## src/hdl/bis_pkg.sv

```systemverilog
// Shared constants, payload structs and tap control struct for the bilinear image sampler.
package bis_pkg;

    localparam int MAX_WIDTH  = 256;
    localparam int MAX_HEIGHT = 256;
    localparam int FRAC_BITS  = 8;

    localparam int COORD_W = 16;
    localparam int PIX_W   = 16;
    localparam int SIZE_W  = 9;
    localparam int INT_W   = COORD_W - FRAC_BITS;
    // wide enough for coordinate + 1 and for every size bound
    localparam int CMP_W   = COORD_W + 1;
    localparam int DEPTH   = MAX_WIDTH * MAX_HEIGHT;
    localparam int ADDR_W  = $clog2(DEPTH);
    localparam int WGT_W   = FRAC_BITS + 1;
    localparam int W2_W    = 2 * FRAC_BITS + 1;
    localparam int ACC_W   = PIX_W + 2 * FRAC_BITS;

    localparam logic [WGT_W-1:0]  WGT_ONE      = WGT_W'(2 ** FRAC_BITS);
    localparam logic [SIZE_W-1:0] SIZE_DEFAULT = SIZE_W'(256);

    localparam int CFG_IDX_W = 1;
    localparam logic [CFG_IDX_W-1:0] CFG_IMAGE_WIDTH  = 1'd0;
    localparam logic [CFG_IDX_W-1:0] CFG_IMAGE_HEIGHT = 1'd1;

    localparam logic CMD_WRITE  = 1'b0;
    localparam logic CMD_SAMPLE = 1'b1;

    typedef struct packed {
        logic               command;
        logic [COORD_W-1:0] x_coord;
        logic [COORD_W-1:0] y_coord;
        logic [PIX_W-1:0]   pixel_value;
    } t_in_word;

    typedef struct packed {
        logic [PIX_W-1:0] sample_value;
        logic             write_ignored;
    } t_out_word;

    // one neighbor read handed to the blend unit alongside the memory access
    typedef struct packed {
        logic            vld;
        logic            first;
        logic            last;
        logic            in_img;
        logic [W2_W-1:0] weight;
    } t_tap;

endpackage

```

## src/hdl/bis_blend.sv

```systemverilog
// Weighted multiply-accumulate over the four neighbor reads of one sample.
module bis_blend (
    input  logic                       i_clk,
    input  logic                       i_rst_n,
    input  bis_pkg::t_tap              i_tap,
    input  logic [bis_pkg::PIX_W-1:0]  i_rdata,
    output logic                       o_done,
    output logic [bis_pkg::PIX_W-1:0]  o_value
);

    bis_pkg::t_tap                 r_tap1;
    logic                          r_vld2;
    logic                          r_first2;
    logic                          r_last2;
    logic [bis_pkg::ACC_W-1:0]     r_prod;
    logic [bis_pkg::ACC_W-1:0]     r_acc;
    logic                          r_done;
    logic [bis_pkg::ACC_W-1:0]     n_prod;
    logic [bis_pkg::ACC_W-1:0]     n_acc;

    // outside neighbors contribute zero
    always_comb begin
        n_prod = '0;
        if (r_tap1.in_img) begin
            n_prod = bis_pkg::ACC_W'(i_rdata * r_tap1.weight);
        end
        n_acc = r_first2 ? r_prod : r_acc + r_prod;
    end

    always_ff @(posedge i_clk) begin
        if (!i_rst_n) begin
            r_tap1   <= '0;
            r_vld2   <= 1'b0;
            r_first2 <= 1'b0;
            r_last2  <= 1'b0;
            r_done   <= 1'b0;
        end else begin
            r_tap1   <= i_tap;
            r_vld2   <= r_tap1.vld;
            r_first2 <= r_tap1.first;
            r_last2  <= r_tap1.last;
            r_done   <= r_vld2 && r_last2;
        end
    end

    always_ff @(posedge i_clk) begin
        r_prod <= n_prod;
        if (r_vld2) begin
            r_acc <= n_acc;
        end
    end

    assign o_done  = r_done;
    assign o_value = r_acc[bis_pkg::ACC_W-1 -: bis_pkg::PIX_W];

endmodule

```

## config.mk

```make
export PLATFORM = sky130hd
export DESIGN_NAME = bis_blend
export DESIGN_NICKNAME = d
export VERILOG_FILES = /design/src/hdl/bis_pkg.sv /design/src/hdl/bis_blend.sv
export SDC_FILE = /design/constraint.sdc
export NUM_CORES = 1
export LEC_CHECK = 0
export ABC_AREA = 0
export BUFFER_PORTS_ARGS = -buffer_cell sky130_fd_sc_hd__buf_2
export CORE_AREA = 4 4 162 164
export CTS_BUF_LIST = sky130_fd_sc_hd__clkbuf_8
export DETAILED_ROUTE_END_ITERATION = 6
export DIE_AREA = 0 0 166 168
export GPL_ROUTABILITY_DRIVEN = 0
export MAX_ROUTING_LAYER = met4
export PLACE_DENSITY = 0.74
export SLEW_MARGIN = 30
export SYNTH_ARGS = -nofsm -noshare
export SYNTH_HDL_FRONTEND = slang
export SYNTH_SLANG_ARGS = --single-unit
```

## constraint.sdc

```tcl
create_clock -name i_clk -period 6.6 [get_ports i_clk]
set_input_delay 1.32 -clock i_clk [delete_from_list [all_inputs] [get_ports i_clk]]
set_output_delay 1.32 -clock i_clk [all_outputs]
set_load 0.1 [all_outputs]
```

After elaboration in Yosys (flattened, before gate mapping) --
Index checks and enable logic that the tools add are counted. Widths: inputs -> output; s select.
Word-level totals: word-level logic and storage cells 15, output and inout port bits 17, register bits 89, input bits 39
Operators by class: $mul 1, $add $sub $neg 1, muxes and demuxes 1, reduce and logical (&&, ||, !) cells 1
Operators with widths (count):
- $add 32x32->32 | 1
- $mul 16x17->32 | 1
- $mux 32 | 1
- $logic_and 1x1->1 | 1

Logic depth before layout (Yosys ltp) --
depth after elaboration 2, gate-level depth with buffers 23, mapped depth without buffers 21

Worst setup path after synthesis --
OpenSTA, ideal clock, no wires.
kind input to register, start in i_rdata[9] in the netlist's numbering, end reg r_prod[31] in the netlist's numbering, path buffers 2, path slack -0.484 ns, required time 6.484 ns, library setup time 0.116 ns, cell stages on the path 23, arrival time 6.968 ns, cell sequence clkbuf_1 -> clkbuf_1 -> nand2_1 -> fa_1 -> inv_1 -> fa_1 -> inv_1 -> fa_1 -> inv_1 -> fa_1 -> fa_1 -> inv_1 -> fa_1 -> inv_1 -> ha_1 -> and3_1 -> and3_1 -> a2111oi_0 -> o211ai_1 -> a31oi_2 -> nor4_1 -> or3_1 -> and3_1
On the way: cells in the longest elaborated chain, start to end 1
RTL lines:
- start, declared | RTL line bis_blend.sv:6 | input logic [bis_pkg::PIX_W-1:0] i_rdata,
- $mul 16x17->32 | RTL line bis_blend.sv:25 | n_prod = bis_pkg::ACC_W'(i_rdata * r_tap1.weight);
- end signal, assigned | RTL line bis_blend.sv:47 | r_prod <= n_prod;
- end, declared | RTL line bis_blend.sv:15 | logic [bis_pkg::ACC_W-1:0] r_prod;
No other way between the ends. A chain may end at the register's enable or synchronous reset.

Worst setup path after layout --
start in i_rdata[10] in the netlist's numbering, end reg r_prod[31] in the netlist's numbering
The elaborated chain is that of the path after synthesis.

==> key figures <==
Run status
  – Run status: finished, final reports clean

Logic synthesis
  – Post-synth top area share: 31.0%
  – Synth Register Bits: 89
  – Synth Warn #: 0
  – Syn_nets: 1851
  – Synth top area cells: fa_1 (31%), ha_1 (12%), dfxtp_1 (8.5%)
  – Primary FF master, synth: dfxtp_1
  – Synthesized area: 13400 µm²
  – Post-synthesis sequential area ratio: 15.6%
  – Synth Area per Inst: 9.13 µm²
  – Post-synth EDFFs: 32
  – Yosys cell types: 66
  – Fraction of registers with async set/reset: 0%
  – Syn Inst Count: 1472
  – Post-synth top area cell: fa_1

STA
  – Fin crit share: 97.9%
  – Skew final: 0.0199 ns
  – WHS: 0.444 ns
  – Pin slew with the least headroom to its limit: 0.772 ns
  – Crit path time final: 6.46 ns
  – Slew Limit Headroom: 48.4%
  – Setup slack after layout: 0.142 ns
  – Hold Fails Final Rpt: 0
  – F_max: 155 MHz
  – Final TNS setup: 0 ns
  – Slew Viols, Final: 0
  – Final setup fails: 0

Hold path
  – Hold_sp: r_tap1[19]
  – HP Class: flip-flop to flip-flop
  – WHS Endpoint: r_first2
  – Hold depth: 1

Power and ir drop
  – P per Cell Area: 323 nW/µm²
  – Flop pwr share: 15.5%
  – Leakage: 7.27 nW
  – Gate power share: 76.1%
  – Switching share of power: 45.9%
  – Worst vdd ir: 0.224 mV
  – Psw: 0.00219 W
  – Clock network fraction of total power: 8.5%
  – Internal power: 0.00258 W

Critical path
  – Critical R2R Capture: r_prod[31]
  – Reg2reg path depth: 19
  – Critical Path Start Type: input port
  – Critical path arrival: 6.74 ns
  – Most numerous cell on the critical path: fa_1
  – Cell family with most CP delay: adder cells
  – Crit path capture type: flip-flop
  – CP Class: input port to flip-flop
  – Reg2Reg Setup Slack: 0.38 ns
  – Worst-path maximum fanout: 8
  – Critical Path, Cell by Cell: buf_4 > and2_4 > fa_1 > inv_1 > fa_1 > inv_1 > fa_1 > fa_1 > fa_1 > inv_1 > fa_1 > inv_2 > ha_4 > a21oi_2 > o21bai_2 > a2111oi_2 > o211ai_1 > a31oi_2 > nor4_2 > or3_1 > and3_1
  – Critical Path Max Stage Delay: 0.54 ns
  – Worst Path Buf+Inv: 5
  – Slowest CP cell: fa_1
  – R2r startpoint: r_tap1[12]
  – Data required time at the worst endpoint: 6.88 ns

GRT
  – First-pass GRT wire length: 50.6 mm
  – Initial antenna violation count: 0
  – Vias in the first global route: 10500
  – Congestion Overflow GR: 0
  – Pin count of the biggest net entering global routing: 66
  – Gr usage total: 22.4%

Route
  – Wire length per cell: 15.6 µm
  – Post-DR vias/cell: 5.32
  – Final antenna-violating net count: 0
  – Drt first-iter violations: 577
  – DRT Pass-1 Iters: 5
  – Residual DRC: 0
  – Post-Route WL: 29.3 mm
  – Via Count: 10000

Floorplanning
  – Num rows: 58
  – Core area: 24900 µm²
  – Die height: 168 µm
  – Die area: 27900 µm²
  – Die width: 166 µm
  – Initial Util: 54.0%
  – Boundary pin count: 56

Clock network
  – TritonCTS buffer count: 9
  – Worst-Skew Late Latency: 0.39 ns
  – CTS Buffer Depth: 2
  – CTS Root Cell: clkbuf_8
  – CTS tree: built
  – Clk sink count: 89
  – Clock transition at the registers of the reported paths: 0.09 ns
  – Hold buffers post-CTS: 0
  – H-tree levels: 3

Placement
  – Post-DP HPWL: 24.3 mm
  – Placed Area: 14400 µm²
  – Place WS: -0.419 ns
  – # port buffers: 55

Cells and area
  – Post-layout util: 59.4%
  – Antenna diodes: 0
  – Synth-to-Final Area Change: 10.1%
  – Layout cells sized above 1: 13.5%
  – Nets: 1926
  – Post-route cell area: 14800 µm²

Run
  – Max_cap viols: 0
## cells by family after synthesis
logic type               share of synthesized area, %
AND/OR/NAND/NOR                                  18.2
adder cells (fa/ha/maj)                          43.3
buffers and inverters                            9.49
AO/OA/AOI/OAI                                    9.66
flip-flops                                       15.6
XOR/XNOR                                         3.39
multiplexers                                    0.307
## worst max path at each step
| stage | startpoint | cells after the start | end | slack (ns) |
|---|---|---|---|---|
| 2_1_floorplan | i_rdata[9] | 23 | r_prod[28] | 0.0003 |
| 3_3_place_gp | i_rdata[7] | 23 | r_prod[28] | -0.31 |
| 3_5_place_dp | i_rdata[7] | 23 | r_prod[28] | -0.42 |
| 4_1_cts | i_rdata[4] | 21 | r_prod[28] | 0.009 |
| 5_1_grt | i_rdata[11] | 21 | r_prod[31] | -0.01 |
| 6_report | i_rdata[10] | 21 | r_prod[31] | 0.14 |
## state kept, by name (all words and copies together) (netlist names)
name,flops
r_acc,32
r_tap1,21
r_first2,1
r_last2,1
r_prod,32
o_done,1
r_vld2,1
## placed cells by master, fill, tap and decap left out, types with 4 or more instances in the layout
cell,count
a21oi_1,45
buf_4,83
nand4_1,15
o21bai_1,7
o21ai_0,52
nand2_1,211
fa_1,203
o211ai_1,9
nand3_1,12
buf_6,5
a221oi_2,4
a31oi_1,7
and3_1,11
xor2_1,24
clkbuf_8,9
ha_1,127
a211oi_1,4
fa_2,5
and2_4,11
ha_4,5
xnor2_1,28
buf_2,44
edfxtp_1,32
dfxtp_1,56
o21a_1,5
nor2_1,23
a21o_1,30
inv_1,236
o31ai_1,4
nand3b_1,4
and2_1,164
## per-layer routing
layer	up-vias	share of wire, %	wire (µm)	track usage [%]
met4	0	2.3	675	5.77
met2	301	48	14000	36.5
met5	-	0	0	-
met1	4857	44	13000	29.8
met3	64	5.5	1610	3.22
li1	4795	-	-	-
## cells in the mapped netlist (7+ instances only)
master and n:
a21o_1 30, a21oi_1 46, a31oi_1 7, and2_1 175
and3_1 12, buf_4 19, clkbuf_1 46, dfxtp_1 57
edfxtp_1 32, fa_1 208, ha_1 132, inv_1 239
nand2_1 211, nand3_1 12, nand4_1 15, nor2_1 23
o211ai_1 9, o21ai_0 53, o21bai_1 8, xnor2_1 28
xor2_1 24
## area by class of cell
class / instances / area (µm²)
multi-input cells: 1073 / 10200
fillers: 2082 / 10100
flip-flops and latches: 89 / 2110
repair buffers: 135 / 935
inverters: 239 / 897
well taps: 330 / 413
clock buffers: 9 / 124
clock inverters: 7 / 86.3
## through the flow
step | instances | power, W
after floorplan | 1472 | 0.00319
after global placement | 1865 | 0.00411
after detailed placement | 1865 | 0.00423
after CTS | 1881 | 0.00466
after global routing | 1882 | 0.00526
final | 1882 | 0.00477
## worst reg2reg max path: cells and delay by family, from the launching register on
kind | cells | cell delay [ns]
AOI/OAI and AO/OA | 5 | 1.18
DFF | 1 | 0.79
buffers and inverters | 3 | 0.15
adders and majority gates | 7 | 3.29
and+or+nand+nor | 4 | 0.72
## power by group through the flow
| stage | Combinational (W) | Clock, W | Sequential (W) |
|---|---|---|---|
| finish | 0.00363 | 0.000404 | 0.000740 |
| CTS | 0.00351 | 0.000420 | 0.000738 |
| detailed placement | 0.00347 | 0 | 0.000751 |
| floorplan | 0.00248 | 0 | 0.000716 |
| global route | 0.00407 | 0.000441 | 0.000748 |
| global placement | 0.00336 | 0 | 0.000749 |
## timing repair
| item | CTS | global route |
|---|---|---|
| pin swaps | 0 | 21 |
| setup buffers | 0 | 1 |
| resized for setup | 1 | 55 |
| setup endpoints to repair | 1 | 14 |
Power figures use the tool's default switching activity.
